File: src/rtl/trme_pkg.sv
package trme_pkg;

   localparam int MODE_W    = 3;
   localparam int REG_IDX_W = 3;
   localparam int IMM_W     = 32;
   localparam int PLEN_W    = 10;

   localparam logic [MODE_W-1:0] OP_LET   = 3'd0;
   localparam logic [MODE_W-1:0] OP_ADD   = 3'd1;
   localparam logic [MODE_W-1:0] OP_SUB   = 3'd2;
   localparam logic [MODE_W-1:0] OP_MUL   = 3'd3;
   localparam logic [MODE_W-1:0] OP_DIV   = 3'd4;
   localparam logic [MODE_W-1:0] OP_PRINT = 3'd5;
   localparam logic [MODE_W-1:0] OP_BGE   = 3'd6;

   typedef enum logic [2:0] {
      ST_IDLE = 3'b001,
      ST_EXEC = 3'b010,
      ST_WAIT = 3'b100
   } state_type;

   // Commands from the controller to the datapath.
   typedef struct packed {
      logic read_live;
      logic capture;
      logic mdu_start;
      logic commit;
   } cmd_type;

   // Status from the datapath to the controller.
   typedef struct packed {
      logic need_mdu;
      logic mdu_busy;
   } status_type;

endpackage

File: src/rtl/trme_ram.sv
module trme_ram #(
   parameter int WIDTH = 32,
   parameter int DEPTH = 6
) (
   input  logic                     clock,
   input  logic                     we,
   input  logic [$clog2(DEPTH)-1:0] waddr,
   input  logic [WIDTH-1:0]         wdata,
   input  logic [$clog2(DEPTH)-1:0] raddr0,
   output logic [WIDTH-1:0]         rdata0,
   input  logic [$clog2(DEPTH)-1:0] raddr1,
   output logic [WIDTH-1:0]         rdata1
);

   logic [WIDTH-1:0] mem [DEPTH];

   always_ff @(posedge clock) begin
      if (we) begin
         mem[waddr] <= wdata;
      end
      rdata0 <= mem[raddr0];
      rdata1 <= mem[raddr1];
   end

endmodule

File: src/rtl/trme_mdu.sv
module trme_mdu
   import trme_pkg::*;
#(
   parameter int DATA_WIDTH = 32
) (
   input  logic                  clock,
   input  logic                  reset,
   input  logic                  start,
   input  logic                  is_div,
   input  logic [DATA_WIDTH-1:0] opa,
   input  logic [DATA_WIDTH-1:0] opb,
   output logic                  busy,
   output logic [DATA_WIDTH-1:0] result
);

   localparam int DW   = DATA_WIDTH;
   localparam int CNTW = $clog2(DW + 1);

   logic [DW:0]      acc_ff, acc_in;
   logic [DW-1:0]    opnd_ff, opnd_in;
   logic [DW-1:0]    shift_ff, shift_in;
   logic [CNTW-1:0]  cnt_ff, cnt_in;
   logic             busy_ff, busy_in;
   logic             neg_ff, neg_in;
   logic             div_ff, div_in;
   logic [DW-1:0]    abs_a, abs_b;
   logic [DW:0]      trial;
   logic             trial_ge;

   assign abs_a    = opa[DW-1] ? (DW'(0) - opa) : opa;
   assign abs_b    = opb[DW-1] ? (DW'(0) - opb) : opb;
   assign trial    = {acc_ff[DW-1:0], shift_ff[DW-1]};
   assign trial_ge = trial >= {1'b0, opnd_ff};

   always_comb begin
      acc_in   = acc_ff;
      opnd_in  = opnd_ff;
      shift_in = shift_ff;
      cnt_in   = cnt_ff;
      busy_in  = busy_ff;
      neg_in   = neg_ff;
      div_in   = div_ff;
      if (start) begin
         // Divide works on magnitudes; the quotient sign is fixed at the end.
         busy_in = 1'b1;
         cnt_in  = CNTW'(DW);
         div_in  = is_div;
         acc_in  = '0;
         if (is_div) begin
            opnd_in  = abs_b;
            shift_in = abs_a;
            neg_in   = opa[DW-1] ^ opb[DW-1];
         end else begin
            opnd_in  = opa;
            shift_in = opb;
            neg_in   = 1'b0;
         end
      end else if (busy_ff) begin
         if (div_ff) begin
            acc_in   = trial_ge ? (trial - {1'b0, opnd_ff}) : trial;
            shift_in = {shift_ff[DW-2:0], trial_ge};
         end else begin
            acc_in   = {1'b0, acc_ff[DW-1:0] + (shift_ff[0] ? opnd_ff : DW'(0))};
            opnd_in  = {opnd_ff[DW-2:0], 1'b0};
            shift_in = {1'b0, shift_ff[DW-1:1]};
         end
         cnt_in = cnt_ff - CNTW'(1);
         if (cnt_ff == CNTW'(1)) begin
            busy_in = 1'b0;
         end
      end
   end

   always_ff @(posedge clock) begin
      if (reset) begin
         busy_ff <= 1'b0;
         cnt_ff  <= '0;
      end else begin
         busy_ff <= busy_in;
         cnt_ff  <= cnt_in;
      end
      acc_ff   <= acc_in;
      opnd_ff  <= opnd_in;
      shift_ff <= shift_in;
      neg_ff   <= neg_in;
      div_ff   <= div_in;
   end

   assign busy   = busy_ff;
   assign result = div_ff ? (neg_ff ? (DW'(0) - shift_ff) : shift_ff) : acc_ff[DW-1:0];

endmodule

File: src/rtl/trme_datapath.sv
module trme_datapath
   import trme_pkg::*;
#(
   parameter int NUM_REGS      = 6,
   parameter int DATA_WIDTH    = 32,
   parameter int PROGRAM_DEPTH = 1024
) (
   input  logic                                 clock,
   input  logic                                 reset,
   input  cmd_type                              cmd,
   output status_type                           status,
   input  logic [MODE_W-1:0]                    req_mode,
   input  logic [REG_IDX_W-1:0]                 req_dest_reg,
   input  logic [REG_IDX_W-1:0]                 req_src_a_reg,
   input  logic [REG_IDX_W-1:0]                 req_src_b_reg,
   input  logic signed [IMM_W-1:0]              req_immediate,
   input  logic                                 csr_we,
   input  logic [PLEN_W-1:0]                    csr_wdata,
   output logic [$clog2(PROGRAM_DEPTH+1)-1:0]   rsp_next_pc,
   output logic                                 rsp_halted,
   output logic                                 rsp_print_valid,
   output logic [REG_IDX_W-1:0]                 rsp_print_index,
   output logic signed [DATA_WIDTH-1:0]         rsp_print_value,
   output logic                                 rsp_div_by_zero
);

   localparam int DW  = DATA_WIDTH;
   localparam int AW  = $clog2(NUM_REGS);
   localparam int PCW = $clog2(PROGRAM_DEPTH + 1);
   localparam int CW  = (PCW > PLEN_W) ? PCW : PLEN_W;

   logic [MODE_W-1:0]    mode_ff;
   logic [REG_IDX_W-1:0] dest_ff, srca_ff, srcb_ff;
   logic [IMM_W-1:0]     imm_ff;
   logic [PCW-1:0]       pc_ff, npc;
   logic [PLEN_W-1:0]    plen_ff;
   logic [2**AW-1:0]     vld_ff, vld_in;
   logic                 ok0_ff, ok1_ff;

   logic [MODE_W-1:0]    rd_mode;
   logic [REG_IDX_W-1:0] rd_dest, rd_srca, rd_srcb, idx0, idx1;
   logic [AW+REG_IDX_W-1:0] wide0, wide1, widew;
   logic [AW-1:0]        addr0, addr1, waddr;
   logic                 inr0, inr1, inrw;
   logic [DW-1:0]        rdata0, rdata1, rd0, rd1, wdata, mdu_result;
   logic [63:0]          imm_ext;
   logic                 halted_now, taken, div_zero, we, is_print;
   logic [PCW-1:0]       pc_inc, br_target;

   // Register read addresses come straight from the request while idle, so the
   // read data is ready in the cycle after an item is accepted.
   assign rd_mode = cmd.read_live ? req_mode      : mode_ff;
   assign rd_dest = cmd.read_live ? req_dest_reg  : dest_ff;
   assign rd_srca = cmd.read_live ? req_src_a_reg : srca_ff;
   assign rd_srcb = cmd.read_live ? req_src_b_reg : srcb_ff;
   assign idx0 = (rd_mode == OP_PRINT || rd_mode == OP_BGE) ? rd_dest : rd_srca;
   assign idx1 = (rd_mode == OP_BGE) ? rd_srca : rd_srcb;

   assign wide0 = {{AW{1'b0}}, idx0};
   assign wide1 = {{AW{1'b0}}, idx1};
   assign widew = {{AW{1'b0}}, dest_ff};
   assign addr0 = wide0[AW-1:0];
   assign addr1 = wide1[AW-1:0];
   assign waddr = widew[AW-1:0];
   assign inr0  = 32'(idx0) < 32'(NUM_REGS);
   assign inr1  = 32'(idx1) < 32'(NUM_REGS);
   assign inrw  = 32'(dest_ff) < 32'(NUM_REGS);

   trme_ram #(
      .WIDTH(DW),
      .DEPTH(NUM_REGS)
   ) u_regs (
      .clock (clock),
      .we    (we),
      .waddr (waddr),
      .wdata (wdata),
      .raddr0(addr0),
      .rdata0(rdata0),
      .raddr1(addr1),
      .rdata1(rdata1)
   );

   // Never-written and out-of-range registers read as zero.
   assign rd0 = ok0_ff ? rdata0 : '0;
   assign rd1 = ok1_ff ? rdata1 : '0;

   trme_mdu #(
      .DATA_WIDTH(DW)
   ) u_mdu (
      .clock (clock),
      .reset (reset),
      .start (cmd.mdu_start),
      .is_div(mode_ff == OP_DIV),
      .opa   (rd0),
      .opb   (rd1),
      .busy  (status.mdu_busy),
      .result(mdu_result)
   );

   assign imm_ext    = {{32{imm_ff[IMM_W-1]}}, imm_ff};
   assign halted_now = CW'(pc_ff) > CW'(plen_ff);
   assign div_zero   = !halted_now && mode_ff == OP_DIV && rd1 == '0;
   assign is_print   = !halted_now && mode_ff == OP_PRINT;
   assign taken      = mode_ff == OP_BGE && $signed(rd0) >= $signed(rd1);
   assign pc_inc     = (pc_ff >= PCW'(PROGRAM_DEPTH)) ? PCW'(PROGRAM_DEPTH) : pc_ff + PCW'(1);

   always_comb begin
      if (imm_ff[IMM_W-1]) begin
         br_target = '0;
      end else if (imm_ff > 32'(PROGRAM_DEPTH)) begin
         br_target = PCW'(PROGRAM_DEPTH);
      end else begin
         br_target = imm_ff[PCW-1:0];
      end
   end

   assign npc = halted_now ? pc_ff : (taken ? br_target : pc_inc);

   always_comb begin
      case (mode_ff)
         OP_LET:  wdata = imm_ext[DW-1:0];
         OP_ADD:  wdata = rd0 + rd1;
         OP_SUB:  wdata = rd0 - rd1;
         default: wdata = mdu_result;
      endcase
   end

   assign we = cmd.commit && !halted_now && inrw &&
               (mode_ff == OP_LET || mode_ff == OP_ADD || mode_ff == OP_SUB ||
                mode_ff == OP_MUL || (mode_ff == OP_DIV && rd1 != '0));

   assign status.need_mdu = !halted_now &&
                            (mode_ff == OP_MUL || (mode_ff == OP_DIV && rd1 != '0));

   always_comb begin
      vld_in = vld_ff;
      if (we) begin
         vld_in[waddr] = 1'b1;
      end
   end

   always_ff @(posedge clock) begin
      if (reset) begin
         pc_ff   <= PCW'(1);
         plen_ff <= '0;
         vld_ff  <= '0;
         ok0_ff  <= 1'b0;
         ok1_ff  <= 1'b0;
      end else begin
         if (cmd.commit) begin
            pc_ff <= npc;
         end
         if (csr_we) begin
            plen_ff <= csr_wdata;
         end
         vld_ff <= vld_in;
         ok0_ff <= inr0 && vld_ff[addr0];
         ok1_ff <= inr1 && vld_ff[addr1];
      end
   end

   always_ff @(posedge clock) begin
      if (cmd.capture) begin
         mode_ff <= req_mode;
         dest_ff <= req_dest_reg;
         srca_ff <= req_src_a_reg;
         srcb_ff <= req_src_b_reg;
         imm_ff  <= req_immediate;
      end
      if (cmd.commit) begin
         rsp_next_pc     <= npc;
         rsp_halted      <= halted_now || (CW'(npc) > CW'(plen_ff));
         rsp_print_valid <= is_print;
         rsp_print_index <= is_print ? dest_ff : '0;
         rsp_print_value <= is_print ? rd0 : '0;
         rsp_div_by_zero <= div_zero;
      end
   end

endmodule

File: src/rtl/trme_ctrl.sv
module trme_ctrl
   import trme_pkg::*;
(
   input  logic       clock,
   input  logic       reset,
   input  logic       req_valid,
   output logic       req_ready,
   output logic       rsp_valid,
   input  logic       rsp_ready,
   input  status_type status,
   output cmd_type    cmd
);

   state_type state_ff, state_in;
   logic      rsp_valid_ff, rsp_valid_in;
   logic      out_free, accept;

   assign out_free = !rsp_valid_ff || rsp_ready;
   assign accept   = req_valid && state_ff == ST_IDLE;

   always_comb begin
      state_in      = state_ff;
      cmd.read_live = 1'b0;
      cmd.capture   = 1'b0;
      cmd.mdu_start = 1'b0;
      cmd.commit    = 1'b0;
      case (state_ff)
         ST_IDLE: begin
            cmd.read_live = 1'b1;
            cmd.capture   = accept;
            if (accept) begin
               state_in = ST_EXEC;
            end
         end
         ST_EXEC: begin
            if (status.need_mdu) begin
               cmd.mdu_start = 1'b1;
               state_in      = ST_WAIT;
            end else if (out_free) begin
               cmd.commit = 1'b1;
               state_in   = ST_IDLE;
            end
         end
         ST_WAIT: begin
            if (!status.mdu_busy && out_free) begin
               cmd.commit = 1'b1;
               state_in   = ST_IDLE;
            end
         end
         default: begin
            state_in = ST_IDLE;
         end
      endcase
   end

   assign rsp_valid_in = cmd.commit || (rsp_valid_ff && !rsp_ready);

   always_ff @(posedge clock) begin
      if (reset) begin
         state_ff     <= ST_IDLE;
         rsp_valid_ff <= 1'b0;
      end else begin
         state_ff     <= state_in;
         rsp_valid_ff <= rsp_valid_in;
      end
   end

   assign req_ready = state_ff == ST_IDLE;
   assign rsp_valid = rsp_valid_ff;

endmodule

File: src/rtl/toy_register_machine_execute.sv
// Channel   Direction  Handshake              Payload
// req_      in         req_valid/req_ready    mode, dest_reg, src_a_reg, src_b_reg, immediate
// rsp_      out        rsp_valid/rsp_ready    next_pc, halted, print_*, div_by_zero
// csr_      in         csr_we                 program_length (csr_wdata)
//
// Let, add, sub, print, bge, unused-mode, divide-by-zero and halted steps load the
// result register from the execute state once it is free. Mul and div pass from
// the execute state through the one-bit-per-cycle multiply/divide unit and the
// wait state before they reach the result register. Reset is synchronous; the
// register file reads as zero until written. One item is in flight at a time; a
// new item is taken while a finished result waits, and a full result register
// holds back only the next commit.
module toy_register_machine_execute
   import trme_pkg::*;
#(
   parameter int NUM_REGS      = 6,
   parameter int DATA_WIDTH    = 32,
   parameter int PROGRAM_DEPTH = 1024
) (
   input  logic                                 clock,
   input  logic                                 reset,
   input  logic                                 req_valid,
   output logic                                 req_ready,
   input  logic [MODE_W-1:0]                    req_mode,
   input  logic [REG_IDX_W-1:0]                 req_dest_reg,
   input  logic [REG_IDX_W-1:0]                 req_src_a_reg,
   input  logic [REG_IDX_W-1:0]                 req_src_b_reg,
   input  logic signed [IMM_W-1:0]              req_immediate,
   output logic                                 rsp_valid,
   input  logic                                 rsp_ready,
   output logic [$clog2(PROGRAM_DEPTH+1)-1:0]   rsp_next_pc,
   output logic                                 rsp_halted,
   output logic                                 rsp_print_valid,
   output logic [REG_IDX_W-1:0]                 rsp_print_index,
   output logic signed [DATA_WIDTH-1:0]         rsp_print_value,
   output logic                                 rsp_div_by_zero,
   input  logic                                 csr_we,
   input  logic [PLEN_W-1:0]                    csr_wdata
);

   cmd_type    cmd;
   status_type status;

   trme_ctrl u_ctrl (
      .clock    (clock),
      .reset    (reset),
      .req_valid(req_valid),
      .req_ready(req_ready),
      .rsp_valid(rsp_valid),
      .rsp_ready(rsp_ready),
      .status   (status),
      .cmd      (cmd)
   );

   trme_datapath #(
      .NUM_REGS     (NUM_REGS),
      .DATA_WIDTH   (DATA_WIDTH),
      .PROGRAM_DEPTH(PROGRAM_DEPTH)
   ) u_datapath (
      .clock          (clock),
      .reset          (reset),
      .cmd            (cmd),
      .status         (status),
      .req_mode       (req_mode),
      .req_dest_reg   (req_dest_reg),
      .req_src_a_reg  (req_src_a_reg),
      .req_src_b_reg  (req_src_b_reg),
      .req_immediate  (req_immediate),
      .csr_we         (csr_we),
      .csr_wdata      (csr_wdata),
      .rsp_next_pc    (rsp_next_pc),
      .rsp_halted     (rsp_halted),
      .rsp_print_valid(rsp_print_valid),
      .rsp_print_index(rsp_print_index),
      .rsp_print_value(rsp_print_value),
      .rsp_div_by_zero(rsp_div_by_zero)
   );

endmodule

File: config.mk
export PLATFORM = sky130hd
export DESIGN_NAME = toy_register_machine_execute
export DESIGN_NICKNAME = d
export VERILOG_FILES = /design/src/rtl/trme_pkg.sv /design/src/rtl/trme_ram.sv /design/src/rtl/trme_mdu.sv /design/src/rtl/trme_datapath.sv /design/src/rtl/trme_ctrl.sv /design/src/rtl/toy_register_machine_execute.sv
export SDC_FILE = /design/constraint.sdc
export NUM_CORES = 1
export LEC_CHECK = 0
export BUFFER_PORTS_ARGS = -buffer_cell sky130_fd_sc_hd__buf_4
export CAP_MARGIN = 20
export CORE_UTILIZATION = 55
export CTS_CLUSTER_DIAMETER = 100
export CTS_CLUSTER_SIZE = 8
export DETAILED_ROUTE_END_ITERATION = 10
export PLACE_DENSITY = 0.7
export SYNTH_ARGS = -nofsm -noshare
export SYNTH_HDL_FRONTEND = slang
export SYNTH_SLANG_ARGS = --single-unit
File: constraint.sdc
create_clock -name clock -period 7.3 [get_ports clock]
set_clock_uncertainty 0.05 [all_clocks]
set_input_delay 0.365 -clock clock [delete_from_list [all_inputs] [get_ports clock]]
set_output_delay 0.365 -clock clock [all_outputs]
set_load 0.02 [all_outputs]
==> results.py <==
metrics = {
    "cts": {
        "clock_sink_count": 487,
        "clockRootBuffer": "sky130_fd_sc_hd__clkbuf_16",
        "cts_made_buffers": 71,
        "cts.htree.levels": 3,
        "clk_pin_slew_worst_paths_ps": 60,
        "cts_buffer_depth": 3,
        "insertion_delay_ps": 640,
        "clock_tree_from_tritoncts": "yes",
        "cts_setup_buffers": 0,
    },
    "synth": {
        "synth_flop_cell": "sky130_fd_sc_hd__edfxtp_1",
        "synth_top_area_cell": "sky130_fd_sc_hd__edfxtp_1",
        "top_cell_type_s_share_of_synthesized_area_pct": 33.7,
        "synth-warning-count": 0,
        "synth-edff-count": 351,
        "mappedNetlistArea_sq_um": 31300,
        "postSynthNetCount": 3379,
        "proportion_of_register_bits_with_asynchronous_set_or_reset_after_synthesis_pct": 0,
        "yosys.cell_types.count": 94,
        "syn-instance-count": 3163,
        "flip_flop_and_latch_count_after_synthesis": 487,
        "syn-mean-instance-area_sq_um": 9.88,
        "yosys-top-cells-area": "sky130_fd_sc_hd__edfxtp_1 (34%), sky130_fd_sc_hd__dfxtp_1 (8.7%), sky130_fd_sc_hd__ha_1 (6.1%), sky130_fd_sc_hd__mux4_2 (4.8%), sky130_fd_sc_hd__a21oi_1 (4.4%)",
        "share_of_the_yosys_chip_area_belonging_to_registers_pct": 42.4,
    },
    "global_routing": {
        "global_route_wire_length_before_repair_mm": 155,
        "grt_pass1_vias": 24934,
        "grt_antenna_before_repair": 6,
        "grt.total_usage_pct": 36.2,
        "grt_start_max_net_pins": 67,
        "gr-total-overflow": 0,
    },
    "critical_path": {
        "crit-reg2reg-launch": "u_datapath.ok0_ff",
        "crit_top_cell": "sky130_fd_sc_hd__o21a_1",
        "r2r_end": "u_datapath.rsp_halted",
        "critical_path_class": "reg2reg",
        "critical_path_buf_inv_count": 2,
        "worst_setup_path_end_kind": "flop",
        "timing.critical_path.from_type": "flop",
        "critPathTopFamily": "compound AO/OA/AOI/OAI gates",
        "critPathMaxStageDelay_ps": 620,
        "setup.worst_path.start": "u_datapath.ok0_ff",
        "worstPathMaxFanout": 27,
        "worst-endpoint-required_ps": 7610,
        "timing.reg2reg.worst_path_depth": 24,
        "arrival_time_at_the_worst_endpoint_ps": 6590,
        "path_cells": "buf_4, and2_1, ha_1, and4_1, nand2_1, nor4b_1, nand2_1, a311oi_1, o31ai_1, buf_4, nor2_1, a32oi_1, a21oi_1, ha_1, nor2b_1, o21a_1, o21a_1, o21a_1, o21a_1, o21a_1, o21ai_0, nand2b_1, a211oi_1, o211ai_1",
        "slowest_stage": "sky130_fd_sc_hd__nor4b_1",
        "register_to_register_setup_slack_ps": 1020,
    },
    "die": {
        "initial_core_utilization_pct": 55.6,
        "die_y_microns": 240,
        "ioPinCount": 110,
        "core_area_sq_um": 56300,
        "die-area_sq_um": 57800,
        "num_rows": 87,
        "die_wd_microns": 240,
    },
    "detailed_routing": {
        "route.antenna.remaining_nets": 0,
        "drt_first_pass_iters": 6,
        "detailroute.via_count": 26416,
        "route.detailed.wl_per_inst_microns": 25.8,
        "route.detailed.vias_per_inst": 6.50,
        "detailedRoute.firstIterationViolations": 3329,
        "totalWireLength_mm": 105,
        "detail_route.drc_violations": 0,
    },
    "sta": {
        "finalHoldViolCount": 0,
        "slew_worst_pin_ps": 1150,
        "finalCritPeriodShare_pct": 86.1,
        "setup-violations-final": 0,
        "period_needed_ps": 6280,
        "setup-tns-final_ps": 0,
        "grt_setup_unrepaired": "no",
        "postLayoutSetupSlackWorst_ps": 1020,
        "timing.final.max_slew_violations": 0,
        "timing.fmax_ghz": 0.159,
        "worst_slew_margin_rel_pct": 23.4,
    },
    "place": {
        "port_buffers": 109,
        "detailed_place_hpwl_mm": 76.8,
        "place_ws_ps": 1250,
        "globalplace.congestion": 1.02,
    },
    "layout": {
        "area.growth.synth_to_final_pct": 13.1,
        "final_common_cell": "sky130_fd_sc_hd__edfxtp_1",
        "drive_gt1_share_pct": 11.7,
        "final-seq-area_sq_um": 13300,
        "finish.net_count": 3483,
        "post_route_utilization_pct": 62.8,
        "layout.filler_cells": 4605,
        "multi_input_area_sq_um": 16800,
        "final_cell_mix": "sky130_fd_sc_hd__edfxtp_1 (351), sky130_fd_sc_hd__a21oi_1 (270), sky130_fd_sc_hd__nor2_1 (266)",
    },
    "pwr": {
        "design_power_total_mw": 8.55,
        "vdd_drop_max_mv": 0.261,
        "powerDensity_nw_per_um2": 242,
        "power_leakage_nw": 13.9,
    },
    "hold_path": {
        "hold_class": "in2reg",
        "min_to": "u_datapath.plen_ff[9]",
        "hold_path.startpoint": "csr_we",
        "worst_hold_path.num_cells": 3,
    },
    "outcome": {
        "run_status": "completed",
    },
    "flow_run": {
        "timing.max_cap.violations": 0,
    },
}
logic make-up after synthesis:
family                   count (synthesis)  synth area share (%)
adder cells (fa/ha/maj)                157                  6.38
multiplexers                           205                  9.27
AND/OR/NAND/NOR                        885                  13.5
XOR/XNOR                               155                  4.37
AO/OA/AOI/OAI                          949                  19.9
flip-flops                             487                  42.4
buffers and inverters                  325                  4.17
cell usage after synthesis, types with 13 or more instances:
cell type                  instances
sky130_fd_sc_hd__mux2_2           17
sky130_fd_sc_hd__or3_1            24
sky130_fd_sc_hd__mux4_2           66
sky130_fd_sc_hd__dfxtp_1         136
sky130_fd_sc_hd__o211ai_1         33
sky130_fd_sc_hd__a21o_1           54
sky130_fd_sc_hd__nand2_1         259
sky130_fd_sc_hd__ha_1            153
sky130_fd_sc_hd__nand3_1          41
sky130_fd_sc_hd__o21ai_0         202
sky130_fd_sc_hd__a211oi_1         44
sky130_fd_sc_hd__o31ai_1          29
sky130_fd_sc_hd__and3_1           23
sky130_fd_sc_hd__inv_1           140
sky130_fd_sc_hd__edfxtp_1        351
sky130_fd_sc_hd__a21oi_1         272
sky130_fd_sc_hd__xnor2_1          95
sky130_fd_sc_hd__a31oi_1          21
sky130_fd_sc_hd__nor2_1          267
sky130_fd_sc_hd__a221oi_1         35
sky130_fd_sc_hd__nor2b_1          23
sky130_fd_sc_hd__xor2_1           59
sky130_fd_sc_hd__mux2i_1         122
sky130_fd_sc_hd__or4_1            17
sky130_fd_sc_hd__a22oi_1          47
sky130_fd_sc_hd__buf_2            31
sky130_fd_sc_hd__o21bai_1         24
sky130_fd_sc_hd__clkbuf_1        130
sky130_fd_sc_hd__nor4_1           13
sky130_fd_sc_hd__o221ai_1         14
sky130_fd_sc_hd__nor3_1           46
sky130_fd_sc_hd__or2_2            14
sky130_fd_sc_hd__and2_1           70
sky130_fd_sc_hd__nand2b_1         43
sky130_fd_sc_hd__buf_1            13
sky130_fd_sc_hd__nand4_1          17
sky130_fd_sc_hd__o21a_1           24
sky130_fd_sc_hd__o41ai_1          15
metal layers:
layer	vias up	track usage [%]	routed length, microns
li1	12028	-	-
met1	12778	53.6	46000
met2	1396	52.9	44900
met3	214	6.48	10000
met4	0	12.6	3810
met5	-	0	0
worst max path at each step:
stage	endpoint	slack, ps	cells after the start
6_report	u_datapath.rsp_halted	1020	24
5_1_grt	u_datapath.rsp_halted	710	23
4_1_cts	u_datapath.rsp_halted	1230	24
3_5_place_dp	u_datapath.rsp_halted	1250	24
3_3_place_gp	u_datapath.rsp_halted	1360	23
2_1_floorplan	u_datapath.rsp_div_by_zero	980	15
final cells by class:
cell class | instances | area share [%]
flip-flops and latches | 487 | 37.5
well taps | 756 | 2.67
inverters | 142 | 1.51
clock buffers | 103 | 5.36
repair buffers | 214 | 5.12
multi-input cells | 2351 | 47.5
clock inverters | 9 | 0.364
diodes | 1 | 0.00708
power breakdown:
part | internal [mW] | switching [mW]
combinational | 0.844 | 1.22
clock | 1.83 | 1.27
sequential | 3.15 | 0.240
total | 5.82 | 2.73
worst register-to-register path, stage by stage (launching register included):
cell and delay [ps]:
sky130_fd_sc_hd__dfxtp_1 290, sky130_fd_sc_hd__buf_4 200, sky130_fd_sc_hd__and2_1 230, sky130_fd_sc_hd__ha_1 500
sky130_fd_sc_hd__and4_1 340, sky130_fd_sc_hd__nand2_1 100, sky130_fd_sc_hd__nor4b_1 620, sky130_fd_sc_hd__nand2_1 110
sky130_fd_sc_hd__a311oi_1 290, sky130_fd_sc_hd__o31ai_1 110, sky130_fd_sc_hd__buf_4 180, sky130_fd_sc_hd__nor2_1 590
sky130_fd_sc_hd__a32oi_1 180, sky130_fd_sc_hd__a21oi_1 370, sky130_fd_sc_hd__ha_1 320, sky130_fd_sc_hd__nor2b_1 130
sky130_fd_sc_hd__o21a_1 160, sky130_fd_sc_hd__o21a_1 160, sky130_fd_sc_hd__o21a_1 160, sky130_fd_sc_hd__o21a_1 160
sky130_fd_sc_hd__o21a_1 160, sky130_fd_sc_hd__o21ai_0 140, sky130_fd_sc_hd__nand2b_1 70, sky130_fd_sc_hd__a211oi_1 260
sky130_fd_sc_hd__o211ai_1 130
sequential cells by signal, indices dropped and copies added (netlist names), 6 cells and up:
register,cells
u_datapath.u_regs.mem,192
u_datapath.imm_ff,32
u_datapath.rsp_print_value,32
u_datapath.u_mdu.acc_ff,32
u_datapath.u_mdu.opnd_ff,32
u_datapath.u_mdu.shift_ff,32
u_datapath.u_regs.rdata0,32
u_datapath.u_regs.rdata1,32
u_datapath.pc_ff,11
u_datapath.rsp_next_pc,11
u_datapath.plen_ff,10
u_datapath.u_mdu.cnt_ff,6
u_datapath.vld_ff,6
stage by stage:
stage          std cells  area, sq um  hold WS [ps]
4_1_cts             4060        35300          57.4
5_1_grt             4062        35400           100
6_report            4063        35400          87.7
3_3_place_gp        3892        32700           407
2_1_floorplan       3163        31300           394
3_5_place_dp        3893        32800           425
timing repair:
action | in CTS | in global routing
setup endpoints to repair | 0 | 0
resized for setup | 0 | 0
hold buffers | 55 | 0
hold endpoints to repair | 55 | 0
Power figures use the tool's default switching activity.
